--- src/rtl/cdisp_pkg.sv ---
// Shared types, codes and helpers for the CAN transmit frame dispatcher.
// No dependencies; every other file in rtl/ except cdisp_ram imports this package.
package cdisp_pkg;

	localparam int CHANNELS_DEF    = 2;
	localparam int QUEUE_DEPTH_DEF = 16;
	localparam int CMDQ_DEPTH      = 2;

	localparam int ID_W    = 29;
	localparam int LEN_W   = 4;
	localparam int DATA_W  = 64;
	localparam int LEVEL_W = 5;
	localparam int CFG_W   = 16;
	localparam int REG_W   = 1;
	localparam int TIME_W  = 32;

	localparam logic [LEN_W-1:0] LEN_MASK = 4'h0f;
	localparam logic [LEN_W-1:0] LEN_MAX  = 4'd8;
	localparam logic [7:0]       INFO_RTR = 8'h40;
	localparam logic [7:0]       INFO_EXT = 8'h80;

	localparam logic [CFG_W-1:0] TX_TIMEOUT_RST  = 16'd100;
	localparam logic [CFG_W-1:0] BUSOFF_HOLD_RST = 16'd1000;

	localparam logic [REG_W-1:0] REG_TX_TIMEOUT  = 1'd0;
	localparam logic [REG_W-1:0] REG_BUSOFF_HOLD = 1'd1;

	localparam logic [2:0] REQ_ENQUEUE = 3'd0;
	localparam logic [2:0] REQ_TICK    = 3'd1;
	localparam logic [2:0] REQ_DONE    = 3'd2;
	localparam logic [2:0] REQ_BUSOFF  = 3'd3;
	localparam logic [2:0] REQ_FLUSH   = 3'd4;

	typedef enum logic [2:0] {
		CMD_ENQ,
		CMD_TICK,
		CMD_DONE,
		CMD_BUSOFF,
		CMD_FLUSH,
		CMD_NOP
	} cmd_kind_t;

	typedef struct packed {
		logic [2:0]        req_type;
		logic              channel;
		logic              extended;
		logic              remote;
		logic [LEN_W-1:0]  length;
		logic [ID_W-1:0]   identifier;
		logic [DATA_W-1:0] payload;
		logic              tx_buffer_free;
	} req_word_t;

	typedef struct packed {
		logic               started;
		logic               out_channel;
		logic [7:0]         frame_info;
		logic [31:0]        id_bytes;
		logic [DATA_W-1:0]  out_payload;
		logic [LEN_W-1:0]   out_length;
		logic               enqueue_dropped;
		logic               frame_lost;
		logic [LEVEL_W-1:0] queue_level;
	} rsp_word_t;

	typedef struct packed {
		logic             ext;
		logic             rem;
		logic [LEN_W-1:0] len;
		logic [ID_W-1:0]  id;
	} hdr_t;

	localparam int ENTRY_W = $bits(hdr_t) + DATA_W;

	typedef struct packed {
		cmd_kind_t         kind;
		logic              in_range;
		logic              channel;
		logic              buf_free;
		hdr_t              hdr;
		logic [DATA_W-1:0] data;
	} cmd_t;

	function automatic logic [31:0] encode_id(input logic ext, input logic [ID_W-1:0] id);
		logic [31:0] idb;
		if (ext) begin
			idb = {id[28:21], id[20:13], id[12:5], id[4:0], 3'b000};
		end else begin
			idb = {id[10:3], id[2:0], 5'b00000, 16'h0000};
		end
		return idb;
	endfunction

	function automatic logic [DATA_W-1:0] byte_mask(input logic [LEN_W-1:0] len);
		logic [DATA_W-1:0] m;
		for (int b = 0; b < DATA_W / 8; b++) begin
			m[b*8 +: 8] = (LEN_W'(b) < len) ? 8'hff : 8'h00;
		end
		return m;
	endfunction

endpackage

--- src/rtl/can_tx_frame_dispatcher.sv ---
// Top level of the CAN transmit frame dispatcher.
// Depends on cdisp_pkg, cdisp_front, cdisp_cmdq, cdisp_back and cdisp_ram.
//
// One frame queue per channel in a shared frame store. Request words are classified on entry
// and held in a two-entry command queue, so req_stall rises only when that queue is full.
// The back end takes one command at a time, through its idle and execute states and, when a
// dispatch pops a frame, the emit state for the registered frame store read. Each word gives
// exactly one response word, held in an output register until taken. The frame store needs no
// clearing after reset. The user must write configuration only while idle; nothing enforces it.
module can_tx_frame_dispatcher #(
	parameter int CHANNELS    = cdisp_pkg::CHANNELS_DEF,
	parameter int QUEUE_DEPTH = cdisp_pkg::QUEUE_DEPTH_DEF
) (
	input  logic                        clk,
	input  logic                        arst_n,
	input  logic                        cfg_we,
	input  logic [cdisp_pkg::REG_W-1:0] cfg_index,
	input  logic [cdisp_pkg::CFG_W-1:0] cfg_data,
	input  logic                        req_valid,
	output logic                        req_stall,
	input  cdisp_pkg::req_word_t        req,
	output logic                        rsp_valid,
	input  logic                        rsp_stall,
	output cdisp_pkg::rsp_word_t        rsp
);
	import cdisp_pkg::*;

	cmd_t push_cmd;
	cmd_t head;
	logic push;
	logic pop;
	logic q_full;
	logic q_empty;

	cdisp_front #(
		.CHANNELS(CHANNELS)
	) u_front (
		.req_valid(req_valid),
		.req_stall(req_stall),
		.req      (req),
		.q_full   (q_full),
		.push     (push),
		.cmd      (push_cmd)
	);

	cdisp_cmdq u_cmdq (
		.clk     (clk),
		.arst_n  (arst_n),
		.push    (push),
		.push_cmd(push_cmd),
		.full    (q_full),
		.pop     (pop),
		.head    (head),
		.empty   (q_empty)
	);

	cdisp_back #(
		.CHANNELS   (CHANNELS),
		.QUEUE_DEPTH(QUEUE_DEPTH)
	) u_back (
		.clk      (clk),
		.arst_n   (arst_n),
		.cfg_we   (cfg_we),
		.cfg_index(cfg_index),
		.cfg_data (cfg_data),
		.head     (head),
		.empty    (q_empty),
		.pop      (pop),
		.rsp_valid(rsp_valid),
		.rsp_stall(rsp_stall),
		.rsp      (rsp)
	);

endmodule

--- src/rtl/cdisp_ram.sv ---
// Generic simple dual-port RAM, one write and one registered read port.
// No dependencies.
module cdisp_ram #(
	parameter int WIDTH = 8,
	parameter int DEPTH = 32,
	localparam int ADDR_W = $clog2(DEPTH)
) (
	input  logic              clk,
	input  logic              wr_en,
	input  logic [ADDR_W-1:0] wr_addr,
	input  logic [WIDTH-1:0]  wr_data,
	input  logic              rd_en,
	input  logic [ADDR_W-1:0] rd_addr,
	output logic [WIDTH-1:0]  rd_data
);

	logic [WIDTH-1:0] mem [DEPTH];

	always_ff @(posedge clk) begin
		if (wr_en) begin
			mem[wr_addr] <= wr_data;
		end
		if (rd_en) begin
			rd_data <= mem[rd_addr];
		end
	end

endmodule

--- src/rtl/cdisp_front.sv ---
// Front end: takes request words, classifies them and builds the queued frame header.
// Depends on cdisp_pkg.
module cdisp_front #(
	parameter int CHANNELS = 2
) (
	input  logic                 req_valid,
	output logic                 req_stall,
	input  cdisp_pkg::req_word_t req,
	input  logic                 q_full,
	output logic                 push,
	output cdisp_pkg::cmd_t      cmd
);
	import cdisp_pkg::*;

	cmd_kind_t        kind;
	logic [LEN_W-1:0] len_sat;

	always_comb begin
		case (req.req_type)
			REQ_ENQUEUE: kind = CMD_ENQ;
			REQ_TICK:    kind = CMD_TICK;
			REQ_DONE:    kind = CMD_DONE;
			REQ_BUSOFF:  kind = CMD_BUSOFF;
			REQ_FLUSH:   kind = CMD_FLUSH;
			default:     kind = CMD_NOP;
		endcase
	end

	assign len_sat = ((req.length & LEN_MASK) > LEN_MAX) ? LEN_MAX : (req.length & LEN_MASK);

	always_comb begin
		cmd.kind     = kind;
		cmd.in_range = (32'(req.channel) < 32'(CHANNELS));
		cmd.channel  = req.channel;
		cmd.buf_free = req.tx_buffer_free;
		cmd.hdr.ext  = req.extended;
		cmd.hdr.rem  = req.remote;
		cmd.hdr.len  = len_sat;
		cmd.hdr.id   = req.identifier;
		cmd.data     = req.payload;
	end

	assign req_stall = q_full;
	assign push      = req_valid && !q_full;

endmodule

--- src/rtl/cdisp_cmdq.sv ---
// Short command queue between the front and back ends.
// Depends on cdisp_pkg.
module cdisp_cmdq (
	input  logic            clk,
	input  logic            arst_n,
	input  logic            push,
	input  cdisp_pkg::cmd_t push_cmd,
	output logic            full,
	input  logic            pop,
	output cdisp_pkg::cmd_t head,
	output logic            empty
);
	import cdisp_pkg::*;

	localparam int PTR_W = $clog2(CMDQ_DEPTH);
	localparam int CNT_W = $clog2(CMDQ_DEPTH + 1);

	cmd_t             ent_q [CMDQ_DEPTH];
	logic [PTR_W-1:0] wr_ptr_q;
	logic [PTR_W-1:0] rd_ptr_q;
	logic [CNT_W-1:0] cnt_q;

	assign full  = (cnt_q == CNT_W'(CMDQ_DEPTH));
	assign empty = (cnt_q == '0);
	assign head  = ent_q[rd_ptr_q];

	always_ff @(posedge clk or negedge arst_n) begin
		if (!arst_n) begin
			wr_ptr_q <= '0;
			rd_ptr_q <= '0;
			cnt_q    <= '0;
		end else begin
			if (push) begin
				wr_ptr_q <= wr_ptr_q + PTR_W'(1);
			end
			if (pop) begin
				rd_ptr_q <= rd_ptr_q + PTR_W'(1);
			end
			if (push && !pop) begin
				cnt_q <= cnt_q + CNT_W'(1);
			end else if (pop && !push) begin
				cnt_q <= cnt_q - CNT_W'(1);
			end
		end
	end

	always_ff @(posedge clk) begin
		if (push) begin
			ent_q[wr_ptr_q] <= push_cmd;
		end
	end

endmodule

--- src/rtl/cdisp_back.sv ---
// Back end: per-channel queues, timeout and hold-off checks, frame encoding, result register.
// Depends on cdisp_pkg and cdisp_ram.
module cdisp_back #(
	parameter int CHANNELS    = 2,
	parameter int QUEUE_DEPTH = 16
) (
	input  logic                          clk,
	input  logic                          arst_n,
	input  logic                          cfg_we,
	input  logic [cdisp_pkg::REG_W-1:0]   cfg_index,
	input  logic [cdisp_pkg::CFG_W-1:0]   cfg_data,
	input  cdisp_pkg::cmd_t               head,
	input  logic                          empty,
	output logic                          pop,
	output logic                          rsp_valid,
	input  logic                          rsp_stall,
	output cdisp_pkg::rsp_word_t          rsp
);
	import cdisp_pkg::*;

	localparam int CH_W   = (CHANNELS > 1) ? $clog2(CHANNELS) : 1;
	localparam int PTR_W  = $clog2(QUEUE_DEPTH);
	localparam int CNT_W  = $clog2(QUEUE_DEPTH + 1);
	localparam int DEPTH  = CHANNELS * QUEUE_DEPTH;
	localparam int ADDR_W = $clog2(DEPTH);

	typedef enum logic [2:0] {
		ST_IDLE = 3'b001,
		ST_EXEC = 3'b010,
		ST_EMIT = 3'b100
	} state_t;

	state_t            state_q;
	logic [CFG_W-1:0]  tx_timeout_q;
	logic [CFG_W-1:0]  hold_ms_q;
	logic [TIME_W-1:0] time_ms_q;
	logic              idle_q     [CHANNELS];
	logic              hold_act_q [CHANNELS];
	logic [TIME_W-1:0] start_q    [CHANNELS];
	logic [TIME_W-1:0] hold_q     [CHANNELS];
	logic [PTR_W-1:0]  rd_ptr_q   [CHANNELS];
	logic [PTR_W-1:0]  wr_ptr_q   [CHANNELS];
	logic [CNT_W-1:0]  fill_q     [CHANNELS];

	cmd_t               cmd_q;
	logic               out_valid_q;
	rsp_word_t          out_q;
	logic               emit_ch_q;
	logic               emit_started_q;
	logic [LEVEL_W-1:0] emit_level_q;

	logic [CH_W-1:0]    ch;
	logic [CNT_W-1:0]   fill_cur;
	logic               take;
	logic               timed_out;
	logic               hold_block;
	logic               idle_eff;
	logic               is_disp;
	logic               go;
	logic               ch_full;
	logic               enq;
	logic [ADDR_W-1:0]  base_addr;
	logic [ADDR_W-1:0]  rd_addr;
	logic [ADDR_W-1:0]  wr_addr;
	logic [ENTRY_W-1:0] rd_data;
	hdr_t               rd_hdr;
	logic [CNT_W-1:0]   level_exec;
	rsp_word_t          rsp_exec;
	rsp_word_t          rsp_emit;

	assign ch       = CH_W'(cmd_q.channel);
	assign fill_cur = fill_q[ch];
	assign take     = out_valid_q && !rsp_stall;
	assign pop      = (state_q == ST_IDLE) && !empty && (!out_valid_q || take);

	assign timed_out  = (time_ms_q - start_q[ch]) >= TIME_W'(tx_timeout_q);
	assign hold_block = hold_act_q[ch] && ((time_ms_q - hold_q[ch]) < TIME_W'(hold_ms_q));
	assign idle_eff   = idle_q[ch] || timed_out || (cmd_q.kind == CMD_DONE);
	assign is_disp    = (cmd_q.kind == CMD_TICK) || (cmd_q.kind == CMD_DONE);
	assign go         = (state_q == ST_EXEC) && cmd_q.in_range && is_disp && idle_eff
	                    && !hold_block && (fill_cur != '0);
	assign ch_full    = (fill_cur == CNT_W'(QUEUE_DEPTH));
	assign enq        = (state_q == ST_EXEC) && cmd_q.in_range && (cmd_q.kind == CMD_ENQ) && !ch_full;

	assign base_addr = ADDR_W'(ADDR_W'(ch) * ADDR_W'(QUEUE_DEPTH));
	assign rd_addr   = base_addr + ADDR_W'(rd_ptr_q[ch]);
	assign wr_addr   = base_addr + ADDR_W'(wr_ptr_q[ch]);

	cdisp_ram #(
		.WIDTH(ENTRY_W),
		.DEPTH(DEPTH)
	) u_store (
		.clk    (clk),
		.wr_en  (enq),
		.wr_addr(wr_addr),
		.wr_data({cmd_q.hdr, cmd_q.data}),
		.rd_en  (go),
		.rd_addr(rd_addr),
		.rd_data(rd_data)
	);

	always_comb begin
		case (cmd_q.kind)
			CMD_ENQ:   level_exec = ch_full ? fill_cur : fill_cur + CNT_W'(1);
			CMD_FLUSH: level_exec = '0;
			default:   level_exec = fill_cur;
		endcase
		rsp_exec                 = '0;
		rsp_exec.out_channel     = cmd_q.channel;
		rsp_exec.enqueue_dropped = cmd_q.in_range && (cmd_q.kind == CMD_ENQ) && ch_full;
		rsp_exec.queue_level     = cmd_q.in_range ? LEVEL_W'(level_exec) : '0;
	end

	assign rd_hdr = rd_data[ENTRY_W-1 -: $bits(hdr_t)];

	always_comb begin
		rsp_emit             = '0;
		rsp_emit.started     = emit_started_q;
		rsp_emit.frame_lost  = !emit_started_q;
		rsp_emit.out_channel = emit_ch_q;
		rsp_emit.frame_info  = {4'h0, rd_hdr.len & LEN_MASK}
		                       | (rd_hdr.rem ? INFO_RTR : 8'h00)
		                       | (rd_hdr.ext ? INFO_EXT : 8'h00);
		rsp_emit.id_bytes    = encode_id(rd_hdr.ext, rd_hdr.id);
		rsp_emit.out_payload = rd_data[DATA_W-1:0] & byte_mask(rd_hdr.len);
		rsp_emit.out_length  = rd_hdr.len;
		rsp_emit.queue_level = emit_level_q;
	end

	always_ff @(posedge clk or negedge arst_n) begin
		if (!arst_n) begin
			state_q      <= ST_IDLE;
			out_valid_q  <= 1'b0;
			tx_timeout_q <= TX_TIMEOUT_RST;
			hold_ms_q    <= BUSOFF_HOLD_RST;
			time_ms_q    <= '0;
			for (int c = 0; c < CHANNELS; c++) begin
				idle_q[c]     <= 1'b1;
				hold_act_q[c] <= 1'b0;
				start_q[c]    <= '0;
				hold_q[c]     <= '0;
				rd_ptr_q[c]   <= '0;
				wr_ptr_q[c]   <= '0;
				fill_q[c]     <= '0;
			end
		end else begin
			if (cfg_we) begin
				case (cfg_index)
					REG_TX_TIMEOUT:  tx_timeout_q <= cfg_data;
					REG_BUSOFF_HOLD: hold_ms_q <= cfg_data;
					default: ;
				endcase
			end
			if (take) begin
				out_valid_q <= 1'b0;
			end
			case (state_q)
				ST_IDLE: begin
					if (pop) begin
						if (head.kind == CMD_TICK) begin
							time_ms_q <= time_ms_q + TIME_W'(1);
						end
						state_q <= ST_EXEC;
					end
				end
				ST_EXEC: begin
					if (cmd_q.in_range) begin
						case (cmd_q.kind)
							CMD_ENQ: begin
								if (!ch_full) begin
									wr_ptr_q[ch] <= (wr_ptr_q[ch] == PTR_W'(QUEUE_DEPTH - 1)) ?
									                '0 : wr_ptr_q[ch] + PTR_W'(1);
									fill_q[ch]   <= fill_cur + CNT_W'(1);
								end
							end
							CMD_TICK, CMD_DONE: begin
								idle_q[ch] <= (go && cmd_q.buf_free) ? 1'b0 : idle_eff;
								if (go) begin
									rd_ptr_q[ch] <= (rd_ptr_q[ch] == PTR_W'(QUEUE_DEPTH - 1)) ?
									                '0 : rd_ptr_q[ch] + PTR_W'(1);
									fill_q[ch]   <= fill_cur - CNT_W'(1);
									if (cmd_q.buf_free) begin
										start_q[ch] <= time_ms_q;
									end
								end
							end
							CMD_BUSOFF: begin
								hold_q[ch]     <= time_ms_q;
								hold_act_q[ch] <= 1'b1;
							end
							CMD_FLUSH: begin
								rd_ptr_q[ch] <= '0;
								wr_ptr_q[ch] <= '0;
								fill_q[ch]   <= '0;
								idle_q[ch]   <= 1'b1;
							end
							default: ;
						endcase
					end
					if (go) begin
						state_q <= ST_EMIT;
					end else begin
						out_valid_q <= 1'b1;
						state_q     <= ST_IDLE;
					end
				end
				ST_EMIT: begin
					out_valid_q <= 1'b1;
					state_q     <= ST_IDLE;
				end
				default: state_q <= ST_IDLE;
			endcase
		end
	end

	always_ff @(posedge clk) begin
		if (pop) begin
			cmd_q <= head;
		end
		if (state_q == ST_EXEC) begin
			if (go) begin
				emit_ch_q      <= cmd_q.channel;
				emit_started_q <= cmd_q.buf_free;
				emit_level_q   <= LEVEL_W'(fill_cur - CNT_W'(1));
			end else begin
				out_q <= rsp_exec;
			end
		end
		if (state_q == ST_EMIT) begin
			out_q <= rsp_emit;
		end
	end

	assign rsp_valid = out_valid_q;
	assign rsp       = out_q;

`ifndef SYNTH
	a_emit_follows_exec: assert property (@(posedge clk) disable iff (!arst_n)
		(state_q == ST_EMIT) |-> ($past(state_q) == ST_EXEC))
		else $error("emit without a preceding dispatch");
	a_out_free_when_busy: assert property (@(posedge clk) disable iff (!arst_n)
		(state_q != ST_IDLE) |-> !out_valid_q)
		else $error("result register busy while an item is executed");
	a_started_or_lost: assert property (@(posedge clk) disable iff (!arst_n)
		out_valid_q |-> !(out_q.started && out_q.frame_lost))
		else $error("frame both started and lost");
	a_fill_bound: assert property (@(posedge clk) disable iff (!arst_n)
		((state_q == ST_EXEC) && cmd_q.in_range) |-> (fill_cur <= CNT_W'(QUEUE_DEPTH)))
		else $error("queue fill beyond depth");
	a_pop_nonempty: assert property (@(posedge clk) disable iff (!arst_n)
		go |-> (fill_cur != '0))
		else $error("pop from an empty channel queue");
`endif

endmodule
--- config.mk ---
export PLATFORM = sky130hd
export DESIGN_NAME = can_tx_frame_dispatcher
export DESIGN_NICKNAME = d
export VERILOG_FILES = /design/src/rtl/cdisp_pkg.sv /design/src/rtl/can_tx_frame_dispatcher.sv /design/src/rtl/cdisp_ram.sv /design/src/rtl/cdisp_front.sv /design/src/rtl/cdisp_cmdq.sv /design/src/rtl/cdisp_back.sv
export SDC_FILE = /design/constraint.sdc
export NUM_CORES = 2
export LEC_CHECK = 0
export BUFFER_PORTS_ARGS = -buffer_cell sky130_fd_sc_hd__buf_2
export CAP_MARGIN = 20
export CORE_MARGIN = 8
export CORE_UTILIZATION = 25
export CTS_BUF_LIST = sky130_fd_sc_hd__clkbuf_8
export CTS_CLUSTER_DIAMETER = 120
export CTS_CLUSTER_SIZE = 30
export DETAILED_ROUTE_END_ITERATION = 8
export PLACE_DENSITY_LB_ADDON = 0.2
export RECOVER_POWER = 50
export SYNTH_ARGS = -nofsm -noshare
export SYNTH_HDL_FRONTEND = slang
export SYNTH_SLANG_ARGS = --single-unit
--- constraint.sdc ---
create_clock -name clk -period 10.16 [get_ports clk]
set_input_delay 0.508 -clock clk [delete_from_list [all_inputs] [get_ports clk]]
set_output_delay 0.508 -clock clk [all_outputs]
set_load 0.005 [all_outputs]
### Yosys cells after proc, flatten, opt, wreduce, memory -nomap -nowiden

Memory sizes are Yosys's and may differ from the RTL's. A register that Yosys moved wholly into a read port is not among the register bits.
Cells that the tools add are included.

* bits in registers: 459
* input port bits: 126
* word-level logic and storage cells: 235
* memory bits (writable): 3376
* memories: 2

Memories
* u_back.u_store.mem: words 32, width 99, rd ports 1, clocked after Yosys merged registers in 1, wr ports 1, line cdisp_ram.sv:17 `logic [WIDTH-1:0] mem [DEPTH];`
* u_cmdq.ent_q: words 2, width 104, rd ports 1, clocked after Yosys merged registers in 0, wr ports 1, line cdisp_cmdq.sv:18 `cmd_t ent_q [CMDQ_DEPTH];`

* equal/unequal tests: 20
* reduce and logical (&&, ||, !) cells: 53
* add/sub/neg operators: 13
* magnitude comparators: 13
* muxes and demuxes: 78
* bitwise logic cells: 13

Operators with widths (count)
* 117-bit two-way mux: 3
* 32-bit two-way mux: 8
* 64-bit bitwise mux: 2
* 8-bit two-way mux: 11
* 64-bit AND: 1
* 32-bit subtractor: 2
* 4-bit two-way mux: 10
* 32-bit by 1-bit adder with 32-bit output (second input constant): 1
* 32-bit demux with 1-bit select: 1
* 32-bit by 16-bit >= comparator with 1-bit output: 1
* 32-bit by 16-bit less-than comparator with 1-bit output: 1
* 8-bit one-hot mux with 2 select lines: 2
* 5-bit two-way mux: 6
* 10-bit one-hot mux with 3 select lines: 1
* 10-bit bitwise mux: 2
* 10-bit two-way mux: 2
* 1-bit logical AND: 18
* 8-bit AND: 2
* 8-bit bitwise mux: 2
* 3-bit by 4-bit less-than comparator with 1-bit output (first input constant): 4
* 3-bit by 2-bit equality test with 1-bit output (second input constant): 5
* 3-bit one-hot mux with 5 select lines: 1
* 1-bit two-way mux: 14
* 3-bit by 1-bit equality test with 1-bit output (second input constant): 4
* other kinds (49): 86

### Logic depth before layout (Yosys ltp)

* word-level depth: 15
* gate-level depth with buffers: 29
* gate-level depth less buffers: 21

### Hierarchy

Synthesis repeated with hierarchy kept, for this count alone.

* cell total of the unflattened synthesis: 8163
* area total of the unflattened synthesis: 154864.8 um2

Modules (own cells, without submodules)
* cdisp_ram: cells each 5792, area each 123333.3 um2, instances 1, seq. area each 98104.1 um2
* cdisp_back: cells each 1920, area each 22815.6 um2, instances 1, seq. area each 12266.8 um2
* cdisp_cmdq: cells each 343, area each 7922.6 um2, instances 1, seq. area each 6406.1 um2
* cdisp_front: cells each 108, area each 793.3 um2, instances 1, seq. area each 0.0 um2

### Worst setup path before layout

Ideal clock, no wire load.

* path type: register -> register
* start: register u_back.cmd_q (netlist bit u_back.ch)
* end: register u_back.out_q (netlist bit u_back.rsp[0]) (enable)
* arrival time: 7999 ps
* library setup time: 469 ps
* period minus slack after synthesis: 8469 ps
* cell stages (with the launch flop): 28
* buffers on the path: 6
* setup slack: 1691 ps
* data required time: 9691 ps
* path through: edfxtp_1 -> buf_2 -> buf_6 -> clkbuf_1 -> clkbuf_1 -> clkbuf_1 -> clkbuf_1 -> mux2i_1 -> ha_1 -> a21oi_1 -> o21ai_0 -> a31oi_1 -> nand2_1 -> nand2b_1 -> nand2_1 -> xor2_1 -> ha_1 -> a21oi_1 -> o221ai_1 -> nor4_1 -> nand4_1 -> nor4b_1 -> nand4_1 -> nor3_1 -> nand3_1 -> nor4_1 -> o21ai_1 -> nand2_1

* longest elaborated chain between the ends: 13
* elaborated cells between the ends (all ways): 30

Ends and longest elaborated chain
* from (decl): line cdisp_back.sv:45 `cmd_t cmd_q;`
* from (signal assigned): line cdisp_back.sv:218 `cmd_q <= head;`
* 1-bit NOT with 2-bit output (not written as such) (*)
* 32-bit two-way mux (not written as such) (3 in series): line cdisp_back.sv:76 `assign timed_out = (time_ms_q - start_q[ch]) >= TIME_W'(tx_timeout_q);`
* 32-bit subtractor: line cdisp_back.sv:76
* 32-bit by 16-bit >= comparator with 1-bit output: line cdisp_back.sv:76
* 1-bit logical OR (2 in series): line cdisp_back.sv:78 `assign idle_eff = idle_q[ch] || timed_out || (cmd_q.kind == CMD_DONE);`
* 1-bit logical AND: line cdisp_back.sv:80 `assign go = (state_q == ST_EXEC) && cmd_q.in_range && is_disp && idle_eff`
* 1-bit logical AND: line cdisp_back.sv:81 `&& !hold_block && (fill_cur != '0);`
* 1-bit logical AND (*): line cdisp_back.sv:81
* 2-bit inequality test (no line) (*)
* 2-bit AND reduction (no line) (*)
* to (signal assigned): line cdisp_back.sv:226 `out_q <= rsp_exec;`
* to (signal assigned): line cdisp_back.sv:230 `out_q <= rsp_emit;`
* to (decl): line cdisp_back.sv:47 `rsp_word_t out_q;`

Mark *: on every way between the ends. The rest lies on a longest branch, timed or not. The select of a mux whose other input is x is not followed.
A chain may end at the register's enable or synchronous reset.

### Worst setup path after layout

* start: register u_back.cmd_q (netlist bit u_back.ch)
* end: register u_back.out_q (netlist bit u_back.rsp[64]) (enable)

Same word-level chain as after synthesis.

==> flow_summary_export.csv <==
group,metric,value,unit
timing,clock.fmax,126,MHz
finish,final_cell_mix,"3693 x edfxtp_1, 3430 x nand2_1, 637 x and3_1",
setup_path,crit_start,"u_back.ch$_DFFE_PP_",
setup_path,cp-end-kind,"register",
clock_tree,cts_buffers,164,
synthesis,muxShareOfSynthArea,2.59,%
setup_path,cp.arrival,8.73,ns
detailed_routing,first_iter_violations,8032,
synthesis,synth_adder_area_share,0.846,%
clock_tree,clock_tree.root_cell,"clkbuf_8",
detailed_routing,dr.pass1.iters,5,
floorplan,rows,292,
synthesis,synth_warnings,0,
timing,tns,0,ns
place,dp_hpwl,267000,um
hold_path,min-delay-start,"req[82]",
detailed_routing,wl,517000,um
place,port_buffers,239,
pwr,leakage,59.1,nW
synthesis,async_flop_share,5.86,%
global_route,grt_overflow,0,
detailed_routing,drt.antenna.violating_nets,0,
timing,final-hold-violation-count,0,
floorplan,initial_core_util,25.1,%
synthesis,synthCells,11700,
timing,skew,0.127,ns
detailed_routing,drt-wirelength-per-cell,25.6,um
setup_path,r2r_slack,2.23,ns
global_route,grt_usage,15.0,%
synthesis,yosys-top-cells-area,"edfxtp_1 70%, nand2_1 8.1%, dfrtp_1 3.4%, a311oi_1 3.3%, and3_1 2.5%",
detailed_routing,vias,95700,
finish,syn2layout_area_growth,10.3,%
detailed_routing,post-route-drc-count,0,
setup_path,cp_max_fo,53,
finish,design_area,0.175,sq mm
floorplan,io_pins,245,
place,globalplace.congestion,0.763,
synthesis,synth_top_family_by_area,"simple AND/OR/NAND/NOR gates",
floorplan,core_area,0.632,sq mm
finish,stdcell_count,20200,
setup_path,crit_required,10.96,ns
pwr,vdd_drop_max,0.180,mV
detailed_routing,vias_per_cell,4.74,
finish,seq_area,0.117,sq mm
setup_path,reg2reg_from,"u_back.ch$_DFFE_PP_",
clock_tree,post_cts_buffers,0,
pwr,power_density,203,mW/mm^2
global_route,antenna_found_initial,29,
synthesis,synth_area,0.159,sq mm
place,placed_area,0.170,sq mm
synthesis,synth_cell_types,90,
synthesis,synth-simple-area-share,13.3,%
run_status,violations,"capacitance limit, slew limit",
finish,num-nets-final,12000,
pwr,total_power,35.6,mW
clock_tree,clk_path_buf_depth,4,
synthesis,synth_compound_area_share,7.06,%
floorplan,die_w,812,um
run_status,status,"finished with violations",
finish,multi_input_area,0.0388,sq mm
synthesis,synth-xor-area-share,0.464,%
synthesis,synth_seq_cells,3924,
global_route,grt_pass1_wl,729000,um
synthesis,synth_area_per_cell,13.6,sq um
finish,fillerInstances,64500,
timing,tightest_slew,5.57,ns
clock_tree,clk_pin_slew_worst_paths,0.17,ns
synthesis,synth-edff-count,3693,
timing,relSlewSlack,-271,%
synthesis,synth.top_cell.area_share,70.0,%
clock_tree,cts.sinks,3924,
place,dp.cells,19700,
timing,rsz0062_at_grt,"false",
job,timing.max_cap.violations,15,
hold_path,hold_path.class,"in2reg",
timing,fin_crit_sh,78.1,%
synthesis,yosysSeqAreaShare,73.6,%
setup_path,criticalPathCategory,"reg2reg",
synthesis,synth_top_area_cell,"edfxtp_1",
timing,hold_slack,0.155,ns
setup_path,cp-start-kind,"register",
floorplan,die-area,0.660,sq mm
clock_tree,cts_tree,"built",
floorplan,fp.dieH,812,um
clock_tree,insertion_delay,1.17,ns
finish,drive_above_1_share,7.57,%
global_route,grt_pass1_vias,93400,
synthesis,synth_flop_cell,"edfxtp_1",
global_route,grt_max_degree,158,
timing,min_period,7.93,ns
timing,drv_slew,578,
clock_tree,cts_max_level,4,
finish,layout_commonest_cell,"edfxtp_1",
timing,finalSetupViolCount,0,
==> synthesized netlist by cell type, drive strengths merged (7+ instances only) <==
| master | instances |
|---|---|
| xor2 | 24 |
| edfxtp | 3693 |
| a2111oi | 7 |
| o311ai | 99 |
| a21o | 16 |
| dfrtp | 218 |
| mux2i | 98 |
| and2 | 68 |
| nand2 | 3431 |
| o2111ai | 7 |
| o21a | 24 |
| nand2b | 13 |
| a211oi | 111 |
| or2 | 11 |
| a22oi | 7 |
| nor2b | 14 |
| mux2 | 256 |
| nor3 | 26 |
| buf | 86 |
| o211ai | 22 |
| or3 | 10 |
| xnor2 | 60 |
| o31ai | 107 |
| o21ai | 95 |
| nor4 | 12 |
| dfstp | 12 |
| nand4 | 45 |
| and3 | 637 |
| ha | 104 |
| a31oi | 212 |
| inv | 76 |
| clkbuf | 693 |
| nand3 | 437 |
| nor2 | 148 |
| a311oi | 593 |
| a21oi | 102 |
| a2bb2oi | 9 |
==> per-layer routing <==
| metal | routed length, um | vias to the layer above | GRT usage, % |
|---|---|---|---|
| met5 | 64 | - | 0 |
| met3 | 21200 | 403 | 1.57 |
| met1 | 238000 | 50000 | 21.1 |
| li1 | - | 43300 | - |
| met4 | 10800 | 12 | 3.22 |
| met2 | 247000 | 2004 | 25.0 |
==> through the flow <==
step,util [%],setup WS [ns]
floorplan,-,1.69
global placement,26.9,2.35
detailed placement,26.9,2.25
CTS,27.7,2.14
global route,27.7,1.59
finish,27.7,2.23
==> critical path: stages (launching register included) <==
cell and delay [ns]:
edfxtp_1 0.53, buf_4 0.67, buf_4 0.74, mux2i_1 0.18, ha_1 0.43, nand2_1 0.15, a211oi_1 0.32, o21ai_0 0.16
nand2b_1 0.14, a21oi_1 0.10, xnor2_1 0.14, ha_1 0.33, a2111oi_0 0.60, o221ai_1 0.24, a2111oi_0 0.44, o2111ai_1 0.18
nor4_1 0.33, nand4_2 0.31, nand3_1 0.20, o21ai_1 0.23, nand2_4 0.58, buf_12 0.31
==> state kept, by name, summed over array words and instances (netlist names), 3 cells and up <==
signal                  count
u_back.cmd_q              103
u_back.state_q              3
u_back.rd_ptr_q             8
u_back.u_store.mem       3168
u_back.hold_ms_q           16
u_back.hold_q              64
u_back.u_store.rd_data     99
u_back.rsp                108
u_back.start_q             64
u_back.fill_q              10
u_back.time_ms_q           32
u_back.wr_ptr_q             8
u_back.tx_timeout_q        16
u_cmdq.ent_q              208
u_back.emit_level_q         5
==> cells by family after synthesis <==
| family | count (synthesis) |
|---|---|
| AND/OR/NAND/NOR | 4876 |
| flip-flops | 3924 |
| AO/OA/AOI/OAI | 1458 |
| buffers and inverters | 855 |
| multiplexers | 355 |
| adder cells (fa/ha/maj) | 106 |
| XOR/XNOR | 84 |
| other | 1 |
==> worst paths after layout <==
kind / end / cells past startpoint
min in group asynchronous: u_back.hold_q[54]$_DFFE_PN0P_ / 3
worst max register to register: u_back.rsp[64]$_DFFE_PP_ / 21
max in group asynchronous: u_back.hold_act_q[0]$_DFFE_PN0P_ / 4
worst min-delay path: u_cmdq.ent_q[1][81]$_DFFE_PP_ / 2
worst min register to register: u_back.hold_act_q[1]$_DFFE_PN0P_ / 1
worst max-delay path: u_back.rsp[64]$_DFFE_PP_ / 21
==> repair_timing <==
item,4_1_cts,5_1_grt
hold endpoints to repair,365,0
hold buffers,202,0
gates resized for setup,0,0
==> power by group <==
part           leakage (nW)  total, mW  switching [mW]  internal [mW]
logic                  21.3       6.31            4.36           1.96
clock network          1.50       6.83            5.09           1.74
registers              36.3       22.4            1.70           20.7
total                  59.1       35.6            11.1           24.4
==> layout make-up <==
class                      count  share of cell area (%)
sequential                  3924                    66.7
multi-input combinational   6884                    22.2
tap                         8379                    6.00
timing repair buffer         698                    3.19
clock buffer                 170                    1.34
clock inverter                42                   0.348
inverter                      76                   0.176
antenna                       23                  0.0329
Note: power is estimated with default switching activity, not from simulation.
